**src/rtl/retry_backoff_scheduler_core_defines.svh**
```systemverilog
// Assertion macros for the retry backoff scheduler.
// Used by the top level only; expects clk and rst_n in scope.
`ifndef RETRY_BACKOFF_SCHEDULER_CORE_DEFINES_SVH
`define RETRY_BACKOFF_SCHEDULER_CORE_DEFINES_SVH

// Same-cycle implication
`define RBS_ASSERT_NOW(label, ante, cons, msg) \
    label: assert property (@(posedge clk) disable iff (!rst_n) (ante) |-> (cons)) \
        else $error(msg);

// Next-cycle implication
`define RBS_ASSERT_NEXT(label, ante, cons, msg) \
    label: assert property (@(posedge clk) disable iff (!rst_n) (ante) |=> (cons)) \
        else $error(msg);

`endif

```
**src/rtl/rbs_pkg.sv**
```systemverilog
// Shared types and constants for the retry backoff scheduler.
// No dependencies; the modules and interfaces refer to this package by scoped names.
`timescale 1ns / 1ps

package rbs_pkg;

    localparam int TABLE_DEPTH = 32;
    localparam int CNT_W       = $clog2(TABLE_DEPTH + 1);
    localparam int MAX_RELEASE = 16;
    localparam int TIME_BITS   = 48;
    localparam int ALLOW_W     = 5;
    localparam int DELAY_W     = 17;
    localparam int QUEUE_DEPTH = 2;

    // floor(p/100) = (p * DIV100_K) >> DIV100_SHIFT, exact for p below 14e6
    localparam logic [23:0] DIV100_K     = 24'd10737419;
    localparam int          DIV100_SHIFT = 30;

    localparam logic       OP_OUTCOME = 1'b0;
    localparam logic       OP_RELEASE = 1'b1;

    localparam logic [1:0] OUTC_HTTP    = 2'd0;
    localparam logic [1:0] OUTC_NETERR  = 2'd1;
    localparam logic [1:0] OUTC_TIMEOUT = 2'd2;

    localparam logic [2:0] RES_SUCCESS   = 3'd0;
    localparam logic [2:0] RES_FAILURE   = 3'd1;
    localparam logic [2:0] RES_SCHEDULED = 3'd2;
    localparam logic [2:0] RES_RELEASED  = 3'd3;
    localparam logic [2:0] RES_DROPPED   = 3'd4;

    localparam logic [1:0] CMD_RESULT  = 2'd0;
    localparam logic [1:0] CMD_RETRY   = 2'd1;
    localparam logic [1:0] CMD_RELEASE = 2'd2;

    localparam int         CFG_IDX_W          = 4;
    localparam int         CFG_DATA_W         = 16;
    localparam logic [3:0] CFG_RETRY_LIMIT    = 4'd0;
    localparam logic [3:0] CFG_BASE_DELAY     = 4'd1;
    localparam logic [3:0] CFG_MAX_DELAY      = 4'd2;
    localparam logic [3:0] CFG_JITTER_PERCENT = 4'd3;
    localparam logic [3:0] CFG_TIMEOUT_EN     = 4'd4;
    localparam logic [3:0] CFG_NETERR_EN      = 4'd5;
    localparam logic [3:0] CFG_5XX_EN         = 4'd6;
    localparam logic [3:0] CFG_429_EN         = 4'd7;

    typedef struct packed {
        logic [7:0]  retry_limit;
        logic [15:0] base_delay;
        logic [15:0] max_delay;
        logic [6:0]  jitter_percent;
        logic        retry_timeout_en;
        logic        retry_neterr_en;
        logic        retry_5xx_en;
        logic        retry_429_en;
    } cfg_t;

    // Command passed from the front to the back through the queue
    typedef struct packed {
        logic [1:0]           cmd;
        logic [2:0]           kind;
        logic [15:0]          id;
        logic [8:0]           att;
        logic [8:0]           ovr;
        logic [DELAY_W-1:0]   delay;
        logic [TIME_BITS-1:0] due;
        logic [9:0]           status;
        logic [ALLOW_W-1:0]   allow;
    } cmd_t;

    typedef struct packed {
        logic full;
        logic empty;
    } fifo_stat_t;

endpackage

```
**src/rtl/rbs_cmd_fifo.sv**
```systemverilog
// Short command queue between the front and the back.
// Depends on rbs_pkg for the command type and depth.
`timescale 1ns / 1ps

module rbs_cmd_fifo (
    input  logic                clk,
    input  logic                rst_n,
    input  logic                push,
    input  rbs_pkg::cmd_t       push_data,
    input  logic                pop,
    output rbs_pkg::cmd_t       pop_data,
    output rbs_pkg::fifo_stat_t stat
);

    localparam int PW = $clog2(rbs_pkg::QUEUE_DEPTH);
    localparam int FW = $clog2(rbs_pkg::QUEUE_DEPTH + 1);

    rbs_pkg::cmd_t   mem_reg [rbs_pkg::QUEUE_DEPTH];
    logic [PW-1:0]   wr_ptr_reg, wr_ptr_next;
    logic [PW-1:0]   rd_ptr_reg, rd_ptr_next;
    logic [FW-1:0]   fill_reg, fill_next;

    assign pop_data   = mem_reg[rd_ptr_reg];
    assign stat.full  = (fill_reg == FW'(rbs_pkg::QUEUE_DEPTH));
    assign stat.empty = (fill_reg == '0);

    always_comb
    begin
        wr_ptr_next = wr_ptr_reg;
        rd_ptr_next = rd_ptr_reg;
        fill_next   = fill_reg;
        if (push)
            wr_ptr_next = (wr_ptr_reg == PW'(rbs_pkg::QUEUE_DEPTH - 1)) ? '0 : wr_ptr_reg + 1'b1;
        if (pop)
            rd_ptr_next = (rd_ptr_reg == PW'(rbs_pkg::QUEUE_DEPTH - 1)) ? '0 : rd_ptr_reg + 1'b1;
        if (push && !pop)
            fill_next = fill_reg + 1'b1;
        else if (pop && !push)
            fill_next = fill_reg - 1'b1;
    end

    always_ff @(posedge clk or negedge rst_n)
    begin
        if (!rst_n)
        begin
            wr_ptr_reg <= '0;
            rd_ptr_reg <= '0;
            fill_reg   <= '0;
        end
        else
        begin
            wr_ptr_reg <= wr_ptr_next;
            rd_ptr_reg <= rd_ptr_next;
            fill_reg   <= fill_next;
        end
    end

    always_ff @(posedge clk)
    begin
        if (push)
            mem_reg[wr_ptr_reg] <= push_data;
    end

endmodule

```
**config.mk**
```make
export PLATFORM = sky130hd
export DESIGN_NAME = rbs_cmd_fifo
export DESIGN_NICKNAME = d
export VERILOG_FILES = /design/src/rtl/retry_backoff_scheduler_core_defines.svh /design/src/rtl/rbs_pkg.sv /design/src/rtl/rbs_cmd_fifo.sv
export SDC_FILE = /design/constraint.sdc
export NUM_CORES = 1
export LEC_CHECK = 0
export ABC_CLOCK_PERIOD_IN_PS = 7300
export BUFFER_PORTS_ARGS = -buffer_cell sky130_fd_sc_hd__buf_4
export CAP_MARGIN = 20
export CORE_MARGIN = 2
export CORE_UTILIZATION = 40
export DETAILED_ROUTE_END_ITERATION = 8
export GPL_TIMING_DRIVEN = 0
export HOLD_SLACK_MARGIN = 0.02
export PLACE_DENSITY = 0.6
export SYNTH_ARGS = -nofsm -noshare
export SYNTH_HDL_FRONTEND = slang
export SYNTH_SLANG_ARGS = --single-unit
```
**constraint.sdc**
```tcl
create_clock -name clk -period 7.3 [get_ports clk]
set_clock_uncertainty 0.2 [all_clocks]
set_input_delay 0.365 -clock clk [delete_from_list [all_inputs] [get_ports clk]]
set_output_delay 0.365 -clock clk [all_outputs]
set_load 0.02 [all_outputs]
```
==> impl_results.md <==
* Status: complete, no violations
* Final period util at 32.8%
* Top cells by area, synth: edfxtp_1 81%, mux2_2 15%, buf_6 1.4%, dfrtp_1 1.1%, xor2_1 0.40%
* Final Wtd Congestion at around 0.71
* CP delay by family, top: buffers and inverters
* Max Slew Vio Count at 0
* Layout Cells excl Fill at between 1k and 1.5k
* Drt wl/cell at roughly 17 microns
* Max stage delay on crit path at slightly below 400 ps
* Worst reg2reg path endpoint: mem_reg[1][3]$_DFFE_PP_
* Reg2Reg Depth at 2
* Layout Nets at about 910
* Most used DFF post-synth: edfxtp_1
* # rows at 54
* Max reg flops at around 240
* CTS buffer count at 25
* Slowest cell on crit path: dfrtp_1
* Worst hold stages at 1
* Flops & latches, synth at 242
* First-pass GRT wire length at between 20000 and 30000 microns
* Gr usage total at between 10 and 15%
* Design Power at between 4 and 5 mW
* Initial Utilization at ~40%
* CP Buf/Inv Count at 3
* Vias at roughly 4.9k
* Vias per Instance at between 4 and 5
* Max Cap Viol at 0
* Clk Latency, worst-skew pair at about 500 ps
* Synthesized Nets at 510
* Crit path kind: flip-flop to output port
* Syn. warnings at 0
* Layout cell share with drive strength beyond 1 at approximately half
* WHS Endpoint: fill_reg[1]$_DFFE_PN0P_
* IO Count at around 240
* Fraction of registers with async set/reset at approximately 1.7%
* Worst Setup End Kind: output port
* 1st-iter DRT viols at 145
* Multi-input logic area at approximately 0.0014 sq mm
* Seq/Total Area, Yosys at between 80% and 90%
* Post-DP HPWL at around 12000 microns
* Antenna-violating nets left at 0
* Core Util, Final at roughly three fifths
* # diodes at 0
* R2R setup slack at 5210 ps
* CTS tree: built
* Largest net degree at the start of global routing at about 70
* Pwr/cell area at 369 mW/mm^2
* H-tree depth at 1
* Hold Slack at between 300 and 400 ps
* Worst min-delay path startpoint: fill_reg[1]$_DFFE_PN0P_
* Place WS at approximately 5000 ps
* CTS root buffer: clkbuf_16
* Area share of the largest cell type after synthesis at about four fifths
* Cell Chain, Critical Path: buf_6, buf_6, mux2_2, buf_4
* Die footprint at 0.0232 sq mm
* EDFF count, synth at about 240
* Worst reg2reg path startpoint: wr_ptr_reg$_DFFE_PN0P_
* Arrival time worst endpoint at 1830 ps
* TritonRoute pass-1 iters at 4
* WP data required at just under 7000 ps
* Core Box Area at 0.0217 sq mm
* RSZ-0062 raised after global routing: no
* Worst-Margin Slew at roughly 790 ps
* Reg area at between 0.007 and 0.008 sq mm
* Maximum clock path buffer count at 3
* Drt total wl at between 15000 and 20000 microns
* TritonCTS Sinks at 242
* Initial antenna violation count at 0
* Count leader, synth: edfxtp_1
* Final setup fails at 0
* Maximum fanout along the worst path at 10
* Cell variety after synth at 12
* Min Tclk post-route at 2400 ps
* Max VDD drop at 0.214 mV
* Vias in the first global route at approximately 5.5k
* Fin Setup TNS at 0 ps
* Clock slew at reported path FFs at approximately 60 ps
* Die Height at 152 microns
* Setup WS post-layout at just under 5000 ps
* Die X at approximately 150 microns
* Post-Syn Area per Cell at 22.8 sq um
* Area Growth Syn to Fin at 48.6%
* DR DRC count at 0
* Most frequent CP cell: buf_6
* Resized cells post-CTS at 0
* Most frequent cells after synthesis: 238 x edfxtp_1, 119 x mux2_2, 11 x buf_6
* Hold WC Path Type: flip-flop to flip-flop
* Fillers at around 1.6k
* LEAKAGE at roughly 5.0 nW
* I/O Buffers at 243
* Startpoint types: flip-flop
* Slew HR at between 40% and 50%
* Layout Cell Area excl Fill at roughly 0.013 sq mm
* Synthesized area at 0.00881 sq mm
* Syn Inst Count at between 300 and 400
* Area leader, netlist: edfxtp_1
* Post-Place Cells at around 900
* Post-DP Area at approximately 0.011 sq mm
* Fmax at about 420 MHz
* Grt total ovfl at 0
* Fin. Hold Viols at 0
## final cells by class
| class | count | area share [%] |
|---|---|---|
| inverters | 1 | 0.0287 |
| flip-flops and latches | 242 | 55.4 |
| well taps | 280 | 2.68 |
| plain buffers | 13 | 1.02 |
| clock buffers | 30 | 4.92 |
| clock inverters | 14 | 0.870 |
| multi-input cells | 130 | 10.9 |
| repair buffers | 371 | 24.2 |
## power breakdown
| part | switching, mW | internal [mW] |
|---|---|---|
| registers | 0.0604 | 1.84 |
| clock network | 0.489 | 0.694 |
| logic | 0.921 | 0.827 |
| total | 1.47 | 3.36 |
## worst max path at each step
| stage | start | endpoint | cells after the start |
|---|---|---|---|
| after floorplan | wr_ptr_reg$_DFFE_PN0P_ | mem_reg[0][0]$_DFFE_PP_ | 1 |
| after global routing | rd_ptr_reg$_DFFE_PN0P_ | pop_data[29] | 4 |
| final | rd_ptr_reg$_DFFE_PN0P_ | pop_data[64] | 4 |
| after detailed placement | push | mem_reg[1][2]$_DFFE_PP_ | 3 |
| after global placement | push | mem_reg[0][2]$_DFFE_PP_ | 2 |
| after CTS | rd_ptr_reg$_DFFE_PN0P_ | pop_data[64] | 4 |
## logic make-up (layout without fill, tap and decap cells)
family | after synthesis | count (layout) | share of synthesized area, %
multiplexers | 119 | 119 | 15.2
XOR/XNOR | 5 | 5 | 0.497
flip-flops | 242 | 242 | 82.3
adder cells (fa/ha/maj) | 1 | 1 | 0.142
buffers and inverters | 14 | 429 | 1.56
AND/OR/NAND/NOR | 5 | 5 | 0.298
## cell usage in the layout, fill, tap and decap left out, drive strengths merged
cell type | synthesis | final
buf | 13 | 261
edfxtp | 238 | 238
dlygate4sd3 | 0 | 123
mux2 | 119 | 119
clkbuf | 0 | 30
clkinv | 0 | 11
xor2 | 4 | 4
dfrtp | 4 | 4
nor2 | 2 | 2
bufinv | 0 | 2
nor2b | 2 | 2
inv | 1 | 1
and2 | 1 | 1
xnor2 | 1 | 1
ha | 1 | 1
clkinvlp | 0 | 1
## repair_timing
action | CTS | global route
hold buffers | 123 | 0
buffers inserted | 0 | 0
hold endpoints to repair | 244 | 0
## routing by layer
| metal | GRT usage (%) | part of all wire, % | vias up |
|---|---|---|---|
| met4 | 4.90 | 2.9 | 0 |
| met3 | 5.92 | 9.9 | 40 |
| met1 | 17.2 | 38 | 2355 |
| li1 | - | - | 2328 |
| met5 | 0 | 0 | - |
| met2 | 25.8 | 49 | 177 |
Note: power is estimated with default switching activity, not from simulation.
