$ cat config.mk
export PLATFORM = sky130hd
export DESIGN_NAME = rbs_front_flat
export DESIGN_NICKNAME = d
export VERILOG_FILES = /design/src/rtl/retry_backoff_scheduler_core_defines.svh /design/src/rtl/rbs_pkg.sv /design/src/rtl/rbs_channels.sv /design/src/rtl/rbs_front.sv /design/src/flat_wrapper.sv
export SDC_FILE = /design/constraint.sdc
export NUM_CORES = 1
export LEC_CHECK = 0
export BUFFER_PORTS_ARGS = -buffer_cell sky130_fd_sc_hd__buf_4
export CORE_MARGIN = 4
export CORE_UTILIZATION = 52
export CTS_CLUSTER_DIAMETER = 150
export DETAILED_ROUTE_END_ITERATION = 7
export PLACE_DENSITY = 0.7
export SLEW_MARGIN = 10
export SYNTH_ARGS = -nofsm -noshare
export SYNTH_HDL_FRONTEND = slang
export SYNTH_SLANG_ARGS = --single-unit
export TNS_END_PERCENT = 5
$ cat constraint.sdc
create_clock -name clk -period 16.78 [get_ports clk]
set_input_delay 0 -clock clk [delete_from_list [all_inputs] [get_ports clk]]
set_output_delay 0 -clock clk [all_outputs]
set_load 0.01 [all_outputs]
$ cat src/rtl/retry_backoff_scheduler_core_defines.svh
// Assertion macros for the retry backoff scheduler.
// Used by the top level only; expects clk and rst_n in scope.
`ifndef RETRY_BACKOFF_SCHEDULER_CORE_DEFINES_SVH
`define RETRY_BACKOFF_SCHEDULER_CORE_DEFINES_SVH

// Same-cycle implication
`define RBS_ASSERT_NOW(label, ante, cons, msg) \
    label: assert property (@(posedge clk) disable iff (!rst_n) (ante) |-> (cons)) \
        else $error(msg);

// Next-cycle implication
`define RBS_ASSERT_NEXT(label, ante, cons, msg) \
    label: assert property (@(posedge clk) disable iff (!rst_n) (ante) |=> (cons)) \
        else $error(msg);

`endif

$ cat src/rtl/rbs_pkg.sv
// Shared types and constants for the retry backoff scheduler.
// No dependencies; the modules and interfaces refer to this package by scoped names.
`timescale 1ns / 1ps

package rbs_pkg;

    localparam int TABLE_DEPTH = 32;
    localparam int CNT_W       = $clog2(TABLE_DEPTH + 1);
    localparam int MAX_RELEASE = 16;
    localparam int TIME_BITS   = 48;
    localparam int ALLOW_W     = 5;
    localparam int DELAY_W     = 17;
    localparam int QUEUE_DEPTH = 2;

    // floor(p/100) = (p * DIV100_K) >> DIV100_SHIFT, exact for p below 14e6
    localparam logic [23:0] DIV100_K     = 24'd10737419;
    localparam int          DIV100_SHIFT = 30;

    localparam logic       OP_OUTCOME = 1'b0;
    localparam logic       OP_RELEASE = 1'b1;

    localparam logic [1:0] OUTC_HTTP    = 2'd0;
    localparam logic [1:0] OUTC_NETERR  = 2'd1;
    localparam logic [1:0] OUTC_TIMEOUT = 2'd2;

    localparam logic [2:0] RES_SUCCESS   = 3'd0;
    localparam logic [2:0] RES_FAILURE   = 3'd1;
    localparam logic [2:0] RES_SCHEDULED = 3'd2;
    localparam logic [2:0] RES_RELEASED  = 3'd3;
    localparam logic [2:0] RES_DROPPED   = 3'd4;

    localparam logic [1:0] CMD_RESULT  = 2'd0;
    localparam logic [1:0] CMD_RETRY   = 2'd1;
    localparam logic [1:0] CMD_RELEASE = 2'd2;

    localparam int         CFG_IDX_W          = 4;
    localparam int         CFG_DATA_W         = 16;
    localparam logic [3:0] CFG_RETRY_LIMIT    = 4'd0;
    localparam logic [3:0] CFG_BASE_DELAY     = 4'd1;
    localparam logic [3:0] CFG_MAX_DELAY      = 4'd2;
    localparam logic [3:0] CFG_JITTER_PERCENT = 4'd3;
    localparam logic [3:0] CFG_TIMEOUT_EN     = 4'd4;
    localparam logic [3:0] CFG_NETERR_EN      = 4'd5;
    localparam logic [3:0] CFG_5XX_EN         = 4'd6;
    localparam logic [3:0] CFG_429_EN         = 4'd7;

    typedef struct packed {
        logic [7:0]  retry_limit;
        logic [15:0] base_delay;
        logic [15:0] max_delay;
        logic [6:0]  jitter_percent;
        logic        retry_timeout_en;
        logic        retry_neterr_en;
        logic        retry_5xx_en;
        logic        retry_429_en;
    } cfg_t;

    // Command passed from the front to the back through the queue
    typedef struct packed {
        logic [1:0]           cmd;
        logic [2:0]           kind;
        logic [15:0]          id;
        logic [8:0]           att;
        logic [8:0]           ovr;
        logic [DELAY_W-1:0]   delay;
        logic [TIME_BITS-1:0] due;
        logic [9:0]           status;
        logic [ALLOW_W-1:0]   allow;
    } cmd_t;

    typedef struct packed {
        logic full;
        logic empty;
    } fifo_stat_t;

endpackage

$ cat src/rtl/rbs_channels.sv
// Handshake channel interfaces: outcome/release items, result items, config writes.
// Depends on rbs_pkg for the time width and config port widths.
`timescale 1ns / 1ps

interface rbs_in_if;
    logic                          valid;
    logic                          ready;
    logic                          op;
    logic [15:0]                   request_id;
    logic [1:0]                    outcome_kind;
    logic [9:0]                    resp_status;
    logic [7:0]                    attempts_done;
    logic signed [8:0]             retry_override;
    logic [30:0]                   jitter_random;
    logic [rbs_pkg::TIME_BITS-1:0] current_time;
    logic [4:0]                    release_allow;

    modport source (output valid, op, request_id, outcome_kind, resp_status, attempts_done,
                    retry_override, jitter_random, current_time, release_allow,
                    input ready);
    modport sink (input valid, op, request_id, outcome_kind, resp_status, attempts_done,
                  retry_override, jitter_random, current_time, release_allow,
                  output ready);
endinterface


$ cat src/rtl/rbs_front.sv
// Front end: accepts items, classifies outcomes, computes backoff delay and due time.
// Depends on rbs_pkg and rbs_channels; feeds commands into the queue.
`timescale 1ns / 1ps

module rbs_front (
    input  logic                clk,
    input  logic                rst_n,
    rbs_in_if.sink              outcome,
    input  rbs_pkg::cfg_t       cfg,
    input  rbs_pkg::fifo_stat_t qstat,
    output logic                push,
    output rbs_pkg::cmd_t       push_data
);

    localparam logic [2:0] S_IDLE    = 3'd0;
    localparam logic [2:0] S_BACKOFF = 3'd1;
    localparam logic [2:0] S_MUL     = 3'd2;
    localparam logic [2:0] S_DIV     = 3'd3;
    localparam logic [2:0] S_MOD     = 3'd4;
    localparam logic [2:0] S_JIT     = 3'd5;
    localparam logic [2:0] S_DUE     = 3'd6;
    localparam logic [2:0] S_PUSH    = 3'd7;

    localparam int TB = rbs_pkg::TIME_BITS;
    localparam int DW = rbs_pkg::DELAY_W;

    logic [2:0]          state_reg, state_next;
    rbs_pkg::cmd_t       cmd_reg, cmd_next;
    logic [15:0]         d_reg, d_next;
    logic [7:0]          cnt_reg, cnt_next;
    logic [30:0]         rnd_reg, rnd_next;
    logic [22:0]         prod_reg, prod_next;
    logic [15:0]         delta_reg, delta_next;
    logic [16:0]         span_reg, span_next;
    logic [16:0]         rem_reg, rem_next;
    logic [4:0]          bit_reg, bit_next;
    logic [DW-1:0]       delay_reg, delay_next;

    logic [7:0]          retry_cap;
    logic                below;
    logic                is_ok;
    logic                want_retry;
    logic [9:0]          fail_status;
    logic [16:0]         dbl;
    logic [6:0]          jp;
    logic [46:0]         quo;
    logic [17:0]         shifted;
    logic [17:0]         jsum;
    logic [TB:0]         tot;
    logic [rbs_pkg::ALLOW_W-1:0] allow_c;

    assign outcome.ready = (state_reg == S_IDLE);
    assign push          = (state_reg == S_PUSH) && !qstat.full;
    assign push_data     = cmd_reg;

    // Classification of the incoming outcome
    always_comb
    begin
        retry_cap   = outcome.retry_override[8] ? cfg.retry_limit
                                                : outcome.retry_override[7:0];
        below       = outcome.attempts_done < retry_cap;
        is_ok       = (outcome.outcome_kind == rbs_pkg::OUTC_HTTP)
                      && (outcome.resp_status >= 10'd200) && (outcome.resp_status <= 10'd299);
        fail_status = 10'd0;
        want_retry  = 1'b0;
        case (outcome.outcome_kind)
            rbs_pkg::OUTC_HTTP:
            begin
                fail_status = outcome.resp_status;
                want_retry  = below
                    && ((cfg.retry_5xx_en && outcome.resp_status >= 10'd500
                         && outcome.resp_status <= 10'd599)
                        || (cfg.retry_429_en && outcome.resp_status == 10'd429));
            end
            rbs_pkg::OUTC_NETERR:  want_retry = below && cfg.retry_neterr_en;
            rbs_pkg::OUTC_TIMEOUT: want_retry = below && cfg.retry_timeout_en;
            default:               want_retry = 1'b0;
        endcase
        allow_c = (outcome.release_allow > rbs_pkg::ALLOW_W'(rbs_pkg::MAX_RELEASE))
                  ? rbs_pkg::ALLOW_W'(rbs_pkg::MAX_RELEASE) : outcome.release_allow;
    end

    always_comb
    begin
        state_next = state_reg;
        cmd_next   = cmd_reg;
        d_next     = d_reg;
        cnt_next   = cnt_reg;
        rnd_next   = rnd_reg;
        prod_next  = prod_reg;
        delta_next = delta_reg;
        span_next  = span_reg;
        rem_next   = rem_reg;
        bit_next   = bit_reg;
        delay_next = delay_reg;

        dbl     = {d_reg, 1'b0};
        jp      = (cfg.jitter_percent > 7'd100) ? 7'd100 : cfg.jitter_percent;
        quo     = {24'd0, prod_reg} * {23'd0, rbs_pkg::DIV100_K};
        shifted = {rem_reg, rnd_reg[bit_reg]};
        jsum    = {2'b00, d_reg} + {1'b0, rem_reg};
        tot     = {1'b0, cmd_reg.due} + (TB + 1)'(delay_reg);

        case (state_reg)
            S_IDLE:
            begin
                if (outcome.valid)
                begin
                    cmd_next.id     = outcome.request_id;
                    cmd_next.att    = {1'b0, outcome.attempts_done} + 9'd1;
                    cmd_next.ovr    = 9'd0;
                    cmd_next.delay  = '0;
                    cmd_next.due    = '0;
                    cmd_next.status = 10'd0;
                    cmd_next.allow  = allow_c;
                    cmd_next.kind   = rbs_pkg::RES_FAILURE;
                    if (outcome.op == rbs_pkg::OP_RELEASE)
                    begin
                        cmd_next.cmd = rbs_pkg::CMD_RELEASE;
                        cmd_next.due = outcome.current_time;
                        state_next   = S_PUSH;
                    end
                    else if (is_ok)
                    begin
                        cmd_next.cmd    = rbs_pkg::CMD_RESULT;
                        cmd_next.kind   = rbs_pkg::RES_SUCCESS;
                        cmd_next.status = outcome.resp_status;
                        state_next      = S_PUSH;
                    end
                    else if (!want_retry)
                    begin
                        cmd_next.cmd    = rbs_pkg::CMD_RESULT;
                        cmd_next.status = fail_status;
                        state_next      = S_PUSH;
                    end
                    else
                    begin
                        cmd_next.cmd = rbs_pkg::CMD_RETRY;
                        cmd_next.ovr = outcome.retry_override;
                        cmd_next.due = outcome.current_time;
                        d_next       = cfg.base_delay;
                        cnt_next     = outcome.attempts_done;
                        rnd_next     = outcome.jitter_random;
                        state_next   = S_BACKOFF;
                    end
                end
            end
            S_BACKOFF:
            begin
                // one doubling per cycle; stop at the cap, or when the count or the delay reaches zero
                if (cnt_reg == 8'd0 || d_reg == 16'd0)
                begin
                    state_next = S_MUL;
                end
                else if (dbl > {1'b0, cfg.max_delay})
                begin
                    d_next     = cfg.max_delay;
                    state_next = S_MUL;
                end
                else
                begin
                    d_next   = dbl[15:0];
                    cnt_next = cnt_reg - 8'd1;
                end
            end
            S_MUL:
            begin
                if (jp == 7'd0)
                begin
                    delay_next = {1'b0, d_reg};
                    state_next = S_DUE;
                end
                else
                begin
                    prod_next  = {7'd0, d_reg} * {16'd0, jp};
                    state_next = S_DIV;
                end
            end
            S_DIV:
            begin
                delta_next = quo[rbs_pkg::DIV100_SHIFT +: 16];
                span_next  = {quo[rbs_pkg::DIV100_SHIFT +: 16], 1'b1};
                rem_next   = 17'd0;
                bit_next   = 5'd30;
                state_next = S_MOD;
            end
            S_MOD:
            begin
                // restoring remainder, one bit of the random value per cycle
                if (shifted >= {1'b0, span_reg})
                    rem_next = 17'(shifted - {1'b0, span_reg});
                else
                    rem_next = shifted[16:0];
                if (bit_reg == 5'd0)
                    state_next = S_JIT;
                else
                    bit_next = bit_reg - 5'd1;
            end
            S_JIT:
            begin
                if (jsum >= {2'b00, delta_reg})
                    delay_next = DW'(jsum - {2'b00, delta_reg});
                else
                    delay_next = '0;
                state_next = S_DUE;
            end
            S_DUE:
            begin
                cmd_next.delay = delay_reg;
                cmd_next.due   = tot[TB] ? {TB{1'b1}} : tot[TB-1:0];
                state_next     = S_PUSH;
            end
            S_PUSH:
            begin
                if (!qstat.full)
                    state_next = S_IDLE;
            end
            default: state_next = S_IDLE;
        endcase
    end

    always_ff @(posedge clk or negedge rst_n)
    begin
        if (!rst_n)
            state_reg <= S_IDLE;
        else
            state_reg <= state_next;
    end

    always_ff @(posedge clk)
    begin
        cmd_reg   <= cmd_next;
        d_reg     <= d_next;
        cnt_reg   <= cnt_next;
        rnd_reg   <= rnd_next;
        prod_reg  <= prod_next;
        delta_reg <= delta_next;
        span_reg  <= span_next;
        rem_reg   <= rem_next;
        bit_reg   <= bit_next;
        delay_reg <= delay_next;
    end

endmodule

$ cat src/flat_wrapper.sv
// flat-port wrapper written by rule: the top's interface ports become plain ports
module rbs_front_flat 
  (clk, rst_n, cfg, qstat, push, push_data, outcome_valid, outcome_op, outcome_request_id, outcome_outcome_kind, outcome_resp_status, outcome_attempts_done, outcome_retry_override, outcome_jitter_random, outcome_current_time, outcome_release_allow, outcome_ready);
  rbs_in_if outcome_i ();
  input  logic clk;
  input  logic rst_n;
  input  rbs_pkg::cfg_t cfg;
  input  rbs_pkg::fifo_stat_t qstat;
  output logic push;
  output rbs_pkg::cmd_t push_data;
  input wire logic [$bits(outcome_i.valid)-1:0] outcome_valid;
  input wire logic [$bits(outcome_i.op)-1:0] outcome_op;
  input wire logic [$bits(outcome_i.request_id)-1:0] outcome_request_id;
  input wire logic [$bits(outcome_i.outcome_kind)-1:0] outcome_outcome_kind;
  input wire logic [$bits(outcome_i.resp_status)-1:0] outcome_resp_status;
  input wire logic [$bits(outcome_i.attempts_done)-1:0] outcome_attempts_done;
  input wire logic [$bits(outcome_i.retry_override)-1:0] outcome_retry_override;
  input wire logic [$bits(outcome_i.jitter_random)-1:0] outcome_jitter_random;
  input wire logic [$bits(outcome_i.current_time)-1:0] outcome_current_time;
  input wire logic [$bits(outcome_i.release_allow)-1:0] outcome_release_allow;
  output wire logic [$bits(outcome_i.ready)-1:0] outcome_ready;
  assign outcome_i.valid = outcome_valid;
  assign outcome_i.op = outcome_op;
  assign outcome_i.request_id = outcome_request_id;
  assign outcome_i.outcome_kind = outcome_outcome_kind;
  assign outcome_i.resp_status = outcome_resp_status;
  assign outcome_i.attempts_done = outcome_attempts_done;
  assign outcome_i.retry_override = outcome_retry_override;
  assign outcome_i.jitter_random = outcome_jitter_random;
  assign outcome_i.current_time = outcome_current_time;
  assign outcome_i.release_allow = outcome_release_allow;
  assign outcome_ready = outcome_i.ready;
  rbs_front u_core (.clk(clk), .rst_n(rst_n), .outcome(outcome_i), .cfg(cfg), .qstat(qstat), .push(push), .push_data(push_data));
endmodule
==> results.md, run 1 <==
- Status: completed
- WL per Instance: between 15 and 20 um
- Post-CTS sizing: 0
- Hold path depth: 3
- Max Freq: ~120 MHz
- CP required: 17.08 ns
- Endpoint, Worst Hold: u_core.push_data[20]
- Vias in the first global route: 21,600
- Initial Util: 52.9%
- Placed wire-length estimate: 58,500 um
- Max Cap Viol: 0
- Slew headroom: 22.1%
- Hold Crit Class: primary input to flop
- Clock period minus final worst setup slack: approximately 8.1 ns
- CTS buffer count: 30
- Area Growth Syn to Fin: 20.5%
- Worst path slowest cell: or4b_2
- Number of flops mapped to enable cells by yosys: between 200 and 300
- Core area: a little over 50,000 um^2
- Largest register FFs: 117
- Highest Signal Layer: met4
- Crit-path max cell delay: ~0.67 ns
- Clock insertion delay at the later pin of the skew report: roughly 0.57 ns
- Number of detailed-route iterations in the first pass: 5
- R2r worst-path depth: 23
- Yosys cell types: between 70 and 80
- Global Route Usage Sum: around 26%
- Reg2Reg Launch Point: u_core.prod_reg[6]
- Setup crit start kind: flop
- GP Congestion: a little under 1
- Crit path top cell by count: fa_1
- Main synth FF type: edfxtp_1
- Commonest non-fill, non-tap cell in the layout: inv_1
- WL final: ~74,000 um
- # DRC: 0
- Yosys reg bits: roughly 250
- Crit-path leading delay family: adder cells
- Worst Path Max Fanout: 7
- Seq/Total Area, Yosys: 27.8%
- Most frequent cells in the layout: inv_1 (458), ha_1 (380), buf_4 (321)
- Final worst clock skew: 0.0193 ns
- Final setup fails: 0
- Via count: 20,900
- Setup CP Type: flop to flop
- Largest area contributor in the netlist: edfxtp_1
- Crit. End Element: flop
- Grt ovf: 0
- Rows: a little over 80
- # H-tree levels: 1
- Synthesized area: approximately 27,000 um^2
- Worst Tran Pin Value: about 1.1 ns
- Fin crit share: around 48%
- Metal-1 WL: 32,700 um
- RSZ-0062 raised after global routing: no
- Global-route wire length before repair: 118,000 um
- Setup TNS: 0 ns
- Clk buf depth: 3
- Hold Vio Cnt, Final: 0
- IO Pins: between 300 and 400
- Post-synth top area share: 27.5%
- Avg Inst Size Synth: ~10 um^2
- Mapped Cells: ~2,600
- Synth top area cells: edfxtp_1 (28%), fa_1 (20%), ha_1 (17%)
- Arrival @ worst endpoint: ~8.4 ns
- Final max-slew violation count: 0
- Post-CTS Setup Bufs: 0
- Layout cells sized above 1: roughly 13%
- Initial DRC Count: approximately 1,300
- R2r endpoint: u_core.span_reg[14]
- Height of the die: between 200 and 250 um
- CTS tree: done
- Hold Path Origin: outcome_valid
- Root Driver: clkbuf_16
- Initial antenna violation count: 2
- R2R setup slack: just under 9 ns
- IO Port Bufs: just over 300
- WL met3: between 5000 and 6000 um
- YS warnings: 0
- Post-DRT Antenna Nets: 0
- Die Footprint: between 50,000 and 60,000 um^2
- Asr flop ratio synth: 1.19%
- CTS Sinks: roughly 250
- Worst-path cell chain: inv_1, fa_1, inv_1, fa_1, inv_1, fa_1, fa_1, inv_1, fa_1, fa_1, inv_1, fa_1, inv_1, ha_1, o21a_1, nor2_1, nor4b_1, or4b_2, nand4_1, nand2_1, o31ai_1, o31ai_1, xnor2_1
- Die X: between 200 and 250 um
- Nets: 3,900
- Via density: between 5 and 6
- Worst-path clk slew: roughly 0.060 ns
- DR WL met2: 34,700 um
- Critical path buffers and inverters: 6
- Largest net degree at the start of global routing: 55
## worst min-delay path: cells and delay by family
| family | cells | cell delay [ns] |
|---|---|---|
| simple gates | 2 | 0.35 |
| buf+inv | 1 | 0.11 |
## how the worst max path moves through the flow
stage	from	end	cells after the start
after floorplan	u_core.prod_reg[6]	u_core.span_reg[15]	23
after global placement	u_core.prod_reg[6]	u_core.span_reg[14]	23
after detailed placement	u_core.prod_reg[6]	u_core.span_reg[14]	23
after CTS	u_core.prod_reg[6]	u_core.span_reg[14]	23
after global routing	u_core.prod_reg[6]	u_core.span_reg[14]	23
final	u_core.prod_reg[6]	u_core.span_reg[14]	23
## logic make-up after synthesis
kind of cell / after synthesis / share of synthesized area [%]
mux: 57 / 2.58
flops: 253 / 27.8
other cells: 1 / 0.0137
simple gates: 591 / 10.8
xor+xnor: 129 / 4.14
buf+inv: 529 / 7.45
compound gates: 411 / 10.2
fa+ha+maj: 647 / 37.0
## metrics by stage
step | hold slack (ns) | std cells | instance area (um^2) | setup WS (ns) | utilization (%)
floorplan | -0.296 | 2619 | 27300 | 9.95 | -
global placement | -0.207 | 3550 | 30300 | 8.95 | 58.6
detailed placement | -0.204 | 3550 | 30300 | 8.82 | 58.6
CTS | 0.0461 | 3769 | 32900 | 8.75 | 63.7
global route | 0.107 | 3770 | 32900 | 8.45 | 63.7
finish | 0.0870 | 3770 | 32900 | 8.69 | 63.7
## final cells by class
cell class              count  area, um^2
fillers                  4093       18700
diodes                      1        2.50
flip-flops and latches    253        7580
clock inverters            13         118
well taps                 680         851
clock buffers              41         843
multi-input cells        1837       17700
inverters                 459        1720
repair buffers            486        4060
## synthesized netlist by cell type (all sizes together), types with 10 or more instances
master    n
nand3    36
nor2    116
a22o     16
nor2b    16
o21bai   14
and2     75
o211ai   21
clkbuf   55
xnor2    94
nor3     26
o21ai    90
nand2b   10
and3     58
a21oi    87
nand4    20
o21a     15
a221o    17
fa      267
a211oi   19
mux2i    41
or3      14
ha      380
a31oi    13
xor2     35
inv     459
buf      15
nand2   174
o31ai    11
edfxtp  250
a21o     57
nor4     10
## layer usage
| layer | up-vias | GRT usage [%] |
|---|---|---|
| met5 | - | 0 |
| met4 | 0 | 5.22 |
| met3 | 107 | 3.49 |
| met2 | 676 | 42.4 |
| met1 | 10300 | 37.3 |
| li1 | 9834 | - |
## repair_timing
action,4_1_cts,5_1_grt
hold endpoints to repair,161,0
hold buffers,165,0
setup endpoints to repair,0,0
Power of run 1 is not shown: default switching activity piles up to over one toggle a cycle in this logic, so the estimate is an artifact.
==> inputs of run 2 (changes only) <==
==> constraint.sdc (replaced) <==
create_clock -name clk -period 8 [get_ports clk]
set_input_delay 0 -clock clk [delete_from_list [all_inputs] [get_ports clk]]
set_output_delay 0 -clock clk [all_outputs]
set_load 0.01 [all_outputs]
==> run 2 against run 1 <==
Register-to-register slack got worse by 8.4 ns. Die area unchanged. Cell count increased by 0.27%. Critical endpoint unchanged. Highest routed layer unchanged. Sequential cell count unchanged. Utilization increased by 0.22 points. Largest cell class unchanged. Critical path type unchanged.
==> results.md, run 2 (synthesis gave the netlist of run 1 again) <==
- Crit-path max cell delay: 0.66 ns (about the same)
- Total stage count of the critical path: 23 (unchanged)
- Worst-path clk slew: 0.06 ns (about the same)
- WL final: 75,700 um (+2.3%)
- Hold Vio Cnt, Final: 0 (unchanged)
- Global-route wire length before repair: 121,000 um (+2.0%)
- Commonest non-fill, non-tap cell in the layout: inv_1
- Reg2Reg Launch Point: u_core.prod_reg[6]
- # DRC: 0 (unchanged)
- Worst Path Max Fanout: 7 (unchanged)
- DP Worst Slack: 0.238 ns (-8.58 ns)
- Final max-slew violation count: 0 (unchanged)
- Worst-path cell chain: inv_1, fa_1, inv_1, fa_1, inv_1, fa_1, fa_1, inv_1, fa_1, fa_1, inv_1, fa_1, inv_1, ha_1, o21a_1, nor2_1, nor4b_1, or4b_2, nand4_1, nand2_1, o31ai_1, o31ai_1, xnor2_1
- Slew headroom: 22.7% (+0.60 points)
- Post-CTS Setup Bufs: 0 (unchanged)
- Post-DRT Antenna Nets: 0 (unchanged)
- Status: completed
- Vias in the first global route: 21,900 (+0.93%)
- Height of the die: 237 um (unchanged)
- CTS buffer count: 30 (unchanged)
- R2r endpoint: u_core.span_reg[14]
- # H-tree levels: 1 (unchanged)
- Worst Tran Pin Value: 1.13 ns (-0.00875 ns)
- Placed wire-length estimate: 59,300 um (+1.4%)
- # fillers: 4,043 (-1.2%)
- Clock insertion delay at the later pin of the skew report: 0.58 ns (about the same)
- Final worst clock skew: 0.0220 ns (+0.00270 ns)
- Most frequent cells in the layout: inv_1 (458), ha_1 (380), buf_4 (326)
- IO Port Bufs: 303 (unchanged)
- Via count: 21,100 (+0.96%)
- RSZ-0062 raised after global routing: no
- Crit-path leading delay family: adder cells
- Clock period minus final worst setup slack: 7.69 ns (-0.395 ns)
- Largest net degree at the start of global routing: 60 (+9.1%)
- WL per Instance: 20.0 um (+2.0%)
- R2R setup slack: 0.31 ns (-8.39 ns)
- Clk buf depth: 3 (unchanged)
- Core area: 51,600 um^2 (unchanged)
- Hold Crit Class: primary input to flop
- Worst path slowest cell: or4b_2
- Setup TNS: 0 ns (unchanged)
- Nets: 3,910 (+0.26%)
- Max Cap Viol: 0 (unchanged)
- Crit path top cell by count: fa_1
- Setup CP Type: flop to flop
- CP required: 8.31 ns (-8.77 ns)
- IO Pins: 307 (unchanged)
- Via density: 5.59 (+0.69%)
- Setup crit start: u_core.prod_reg[6]
- End of the critical path: u_core.span_reg[14]
- CTS Sinks: 253 (unchanged)
- R2r worst-path depth: 23 (unchanged)
- Die Footprint: 56,200 um^2 (unchanged)
- Critical path buffers and inverters: 6 (unchanged)
- Root Driver: clkbuf_16
- Largest register FFs: 117 (unchanged)
- Arrival @ worst endpoint: 8.01 ns (-0.38 ns)
- Number of detailed-route iterations in the first pass: 5 (unchanged)
- Max Freq: 130 MHz (+5.1%)
- Global Route Usage Sum: 26.5% (+0.56 points)
- Fin worst setup slack: 0.305 ns (-8.39 ns)
- Initial antenna violation count: 1 (-1)
- Fin crit share: 96.2% (+48 points)
- Setup crit start kind: flop
- Final setup fails: 0 (unchanged)
- Die X: 237 um (unchanged)
- Initial DRC Count: 1,635 (+25%)
- Crit. End Element: flop
- GP Congestion: 0.995 (+0.44%)
- Rows: 83 (unchanged)
- Layout cells sized above 1: 13.1% (+0.18 points)
- Area Growth Syn to Fin: 20.9%
- Initial Util: 52.9% (unchanged)
- CTS tree: done
- Grt ovf: 0 (unchanged)
==> run 2: cell types whose count changed in the layout (fill, tap and decap cells not counted), sizes merged <==
cell,before,now
bufinv,2,4
clkbuf,41,36
clkinvlp,0,2
dlygate4sd3,165,170
buf,321,326
clkinv,10,11
==> run 2: timing repair <==
action                     4_1_cts  5_1_grt
setup endpoints to repair        0        1
hold endpoints to repair       166        0
resized for setup                0        1
hold buffers                   170        0
==> run 2: worst register-to-register path, delay by kind of cell (launching register included) <==
family,cells,cell delay (ns)
AND/OR/NAND/NOR,5,1.64
buffers and inverters,6,0.47
adder cells (fa/ha/maj),8,3.91
flip-flops,1,0.52
AO/OA/AOI/OAI,3,0.77
XOR/XNOR,1,0.16
==> run 2: stage by stage <==
step	hold slack (ns)	util [%]	instance area, um^2	cells
global placement	-0.207	58.7	30300	3555
global route	0.133	63.9	33000	3779
finish	0.141	63.9	33000	3780
CTS	0.124	63.9	33000	3779
floorplan	-0.296	-	27300	2619
detailed placement	-0.205	58.7	30300	3555
==> run 2: final cells by class <==
cell class	instances	area, um^2	share of cell area, %
inverters	459	1720	5.22
clock buffers	36	773	2.34
clock inverters	18	213	0.645
multi-input cells	1837	17700	53.6
repair buffers	496	4150	12.6
well taps	680	851	2.58
flip-flops and latches	253	7580	23.0
diodes	1	2.50	0.00759
==> run 2: routing by layer <==
metal	track usage, %	vias up	part of all wire [%]
met5	0	-	0
met4	6.00	0	2.3
met3	4.17	122	7.0
met2	42.2	764	46
met1	38.5	10400	45
li1	-	9868	-
==> run 2: worst min path at each step <==
stage	startpoint	to	slack (ns)	cells after the start
floorplan	rst_n	u_core.state_reg[0]	-0.30	0
detailed placement	rst_n	u_core.state_reg[2]	-0.20	1
finish	outcome_request_id[14]	u_core.push_data[112]	0.14	2
CTS	outcome_request_id[1]	u_core.push_data[99]	0.12	2
global placement	rst_n	u_core.state_reg[2]	-0.21	1
global route	outcome_request_id[14]	u_core.push_data[112]	0.13	2
Power of run 2 is left out for the same reason.
==> inputs of run 3 (changes only) <==
--- a/config.mk
+++ b/config.mk
@@ -5,11 +5,12 @@
 export SDC_FILE = /design/constraint.sdc
 export NUM_CORES = 1
 export LEC_CHECK = 0
-export BUFFER_PORTS_ARGS = -buffer_cell sky130_fd_sc_hd__buf_4
+export BUFFER_PORTS_ARGS = -buffer_cell sky130_fd_sc_hd__buf_2
 export CORE_MARGIN = 4
 export CORE_UTILIZATION = 52
 export CTS_CLUSTER_DIAMETER = 150
 export DETAILED_ROUTE_END_ITERATION = 7
+export GPL_ROUTABILITY_DRIVEN = 1
 export PLACE_DENSITY = 0.7
 export SLEW_MARGIN = 10
 export SYNTH_ARGS = -nofsm -noshare
==> run 3 against run 2 <==
Register-to-register slack improved by 0.11 ns. Routed wire length decreased by 2.1%. Setup slack improved by 0.11 ns. Die area unchanged. Sequential share of layout area increased by 0.68 points. Global-route usage decreased by 0.58 points. Cell count decreased by 0.40%. Fmax increased by 1.4%. Critical path type unchanged.
==> results.md, run 3 (synthesis gave the netlist of run 1 again) <==
- Status: completed
- Vias in the first global route: 21,600 (-1.2%)
- WL per Instance: 19.7 um (-1.7%)
- Arrival @ worst endpoint: 7.88 ns (-0.13 ns)
- DP Worst Slack: 0.254 ns (+0.0156 ns)
- Worst Path Max Fanout: 7 (unchanged)
- Largest register FFs: 117 (unchanged)
- Clock period minus final worst setup slack: 7.59 ns (-0.109 ns)
- Crit-path leading delay family: adder cells
- Final max-slew violation count: 0 (unchanged)
- Post-CTS Setup Bufs: 0 (unchanged)
- RSZ-0062 raised after global routing: no
- Post-DRT Antenna Nets: 0 (unchanged)
- Largest net degree at the start of global routing: 66 (+10%)
- Max Cap Viol: 0 (unchanged)
- Layout cells sized above 1: 13.0% (-0.16 points)
- Global-route wire length before repair: 118,000 um (-2.3%)
- Reg2Reg Launch Point: u_core.prod_reg[6]
- Most frequent cells in the layout: inv_1 (458), ha_1 (380), buf_2 (303)
- Fin worst setup slack: 0.414 ns (+0.109 ns)
- Die Footprint: 56,200 um^2 (unchanged)
- # placed instances: 3,551 (-0.11%)
- Initial DRC Count: 1,330 (-19%)
- WL final: 74,100 um (-2.1%)
- CTS Sinks: 253 (unchanged)
- IO Pins: 307 (unchanged)
- Crit. End Element: flop
- Sequential cell area: 7580 um^2 (unchanged)
- CP required: 8.29 ns (-0.02 ns)
- Grt ovf: 0 (unchanged)
- Final setup fails: 0 (unchanged)
- IO Port Bufs: 303 (unchanged)
- Hold Crit Class: primary input to flop
- Root Driver: clkbuf_16
- Core area: 51,600 um^2 (unchanged)
- CTS buffer count: 28 (-6.7%)
- Via count: 21,000 (-0.70%)
- Hold Vio Cnt, Final: 0 (unchanged)
- Initial Util: 52.9% (unchanged)
- # fillers: 4,154 (+2.7%)
- Crit path top cell by count: fa_1
- Worst-path cell chain: inv_1, fa_1, inv_1, fa_1, inv_1, fa_1, fa_1, inv_1, fa_1, fa_1, inv_1, fa_1, inv_1, ha_1, o21a_1, nor2_1, nor4b_2, or4b_2, nand4_1, a31oi_1, o31ai_1, o41ai_1, xnor2_1
- CTS tree: done
- R2R setup slack: 0.41 ns (+0.11 ns)
- R2r worst-path depth: 23 (unchanged)
- Via density: 5.57 (-0.31%)
- Worst Tran Pin Value: 1.12 ns (-0.0120 ns)
- Slew headroom: 25.3% (+2.6 points)
- Fin crit share: 94.8% (-1.4 points)
- Height of the die: 237 um (unchanged)
- R2r endpoint: u_core.span_reg[15]
- Total stage count of the critical path: 23 (unchanged)
- Setup CP Type: flop to flop
- Nets: 3,898 (-0.31%)
- Worst path slowest cell: or4b_2
- Hold path depth: 5 (+3)
- Post-Route Utilization: 62.1% (-1.8 points)
- Clk buf depth: 3 (unchanged)
- Number of detailed-route iterations in the first pass: 5 (unchanged)
- Post-Layout Cell Count: 3,765 (-0.40%)
- Multi-input gate area: 17,700 um^2 (about the same)
- Placed wire-length estimate: 58,600 um (-1.2%)
- Rows: 83 (unchanged)
- Setup TNS: 0 ns (unchanged)
- Endpoint, Worst Hold: u_core.state_reg[1]
- Initial antenna violation count: 0 (-1)
- Global Route Usage Sum: 25.9% (-0.58 points)
- Worst-path clk slew: 0.07 ns (about the same)
- Hold Path Origin: outcome_valid
- Die X: 237 um (unchanged)
- GP Congestion: 0.981 (-1.4%)
- # H-tree levels: 1 (unchanged)
- Commonest non-fill, non-tap cell in the layout: inv_1
- Crit-path max cell delay: 0.64 ns (-0.02 ns)
- Area Growth Syn to Fin: 17.4%
- # DRC: 0 (unchanged)
- Clock insertion delay at the later pin of the skew report: 0.56 ns (-0.02 ns)
- Setup crit start kind: flop
- Max Freq: 132 MHz (+1.4%)
- Final worst clock skew: 0.0218 ns (-0.000208 ns)
- Critical path buffers and inverters: 6 (unchanged)
## run 3: cell type report
cell class,instances,area share [%]
multi-input combinational,1837,55.3
sequential,253,23.7
timing repair buffer,486,10.3
inverter,459,5.38
tap,680,2.66
clock buffer,32,2.30
clock inverter,17,0.426
antenna,1,0.00781
## run 3: what timing repair did
action / in CTS / in global routing
hold endpoints to repair: 160 / 0
resized for setup: 0 / 2
hold buffers: 164 / 0
setup endpoints to repair: 0 / 5
## run 3: how the worst max path moves through the flow
stage / start / to / slack (ns)
5_1_grt: u_core.prod_reg[6] / u_core.span_reg[15] / 0.05
3_3_place_gp: u_core.prod_reg[6] / u_core.span_reg[14] / 0.39
4_1_cts: u_core.prod_reg[6] / u_core.span_reg[14] / 0.21
2_1_floorplan: u_core.prod_reg[6] / u_core.span_reg[15] / 1.17
6_report: u_core.prod_reg[6] / u_core.span_reg[15] / 0.41
3_5_place_dp: u_core.prod_reg[6] / u_core.span_reg[14] / 0.25
## run 3: routing by layer
metal / up-vias / routed length [um] / share of wire (%) / track usage [%]
met4: 0 / 1150 / 1.5 / 3.91
met5: - / 0 / 0 / 0
li1: 9849 / - / - / -
met3: 91 / 5190 / 7.0 / 4.24
met1: 10400 / 33000 / 45 / 37.5
met2: 673 / 34800 / 47 / 42.3
## run 3: stage by stage
step                cell area (um^2)  hold slack [ns]
floorplan                      27300           -0.296
global placement               29500           -0.200
detailed placement             29500           -0.194
CTS                            32000           0.0852
global route                   32000            0.138
finish                         32000            0.122
## run 3: tightest hold or removal path: stages
cell,delay [ns]
buf_2,0.14
o21ai_0,0.15
a32oi_1,0.05
o31a_1,0.16
mux2i_1,0.13
Power of run 3 is left out for the same reason.
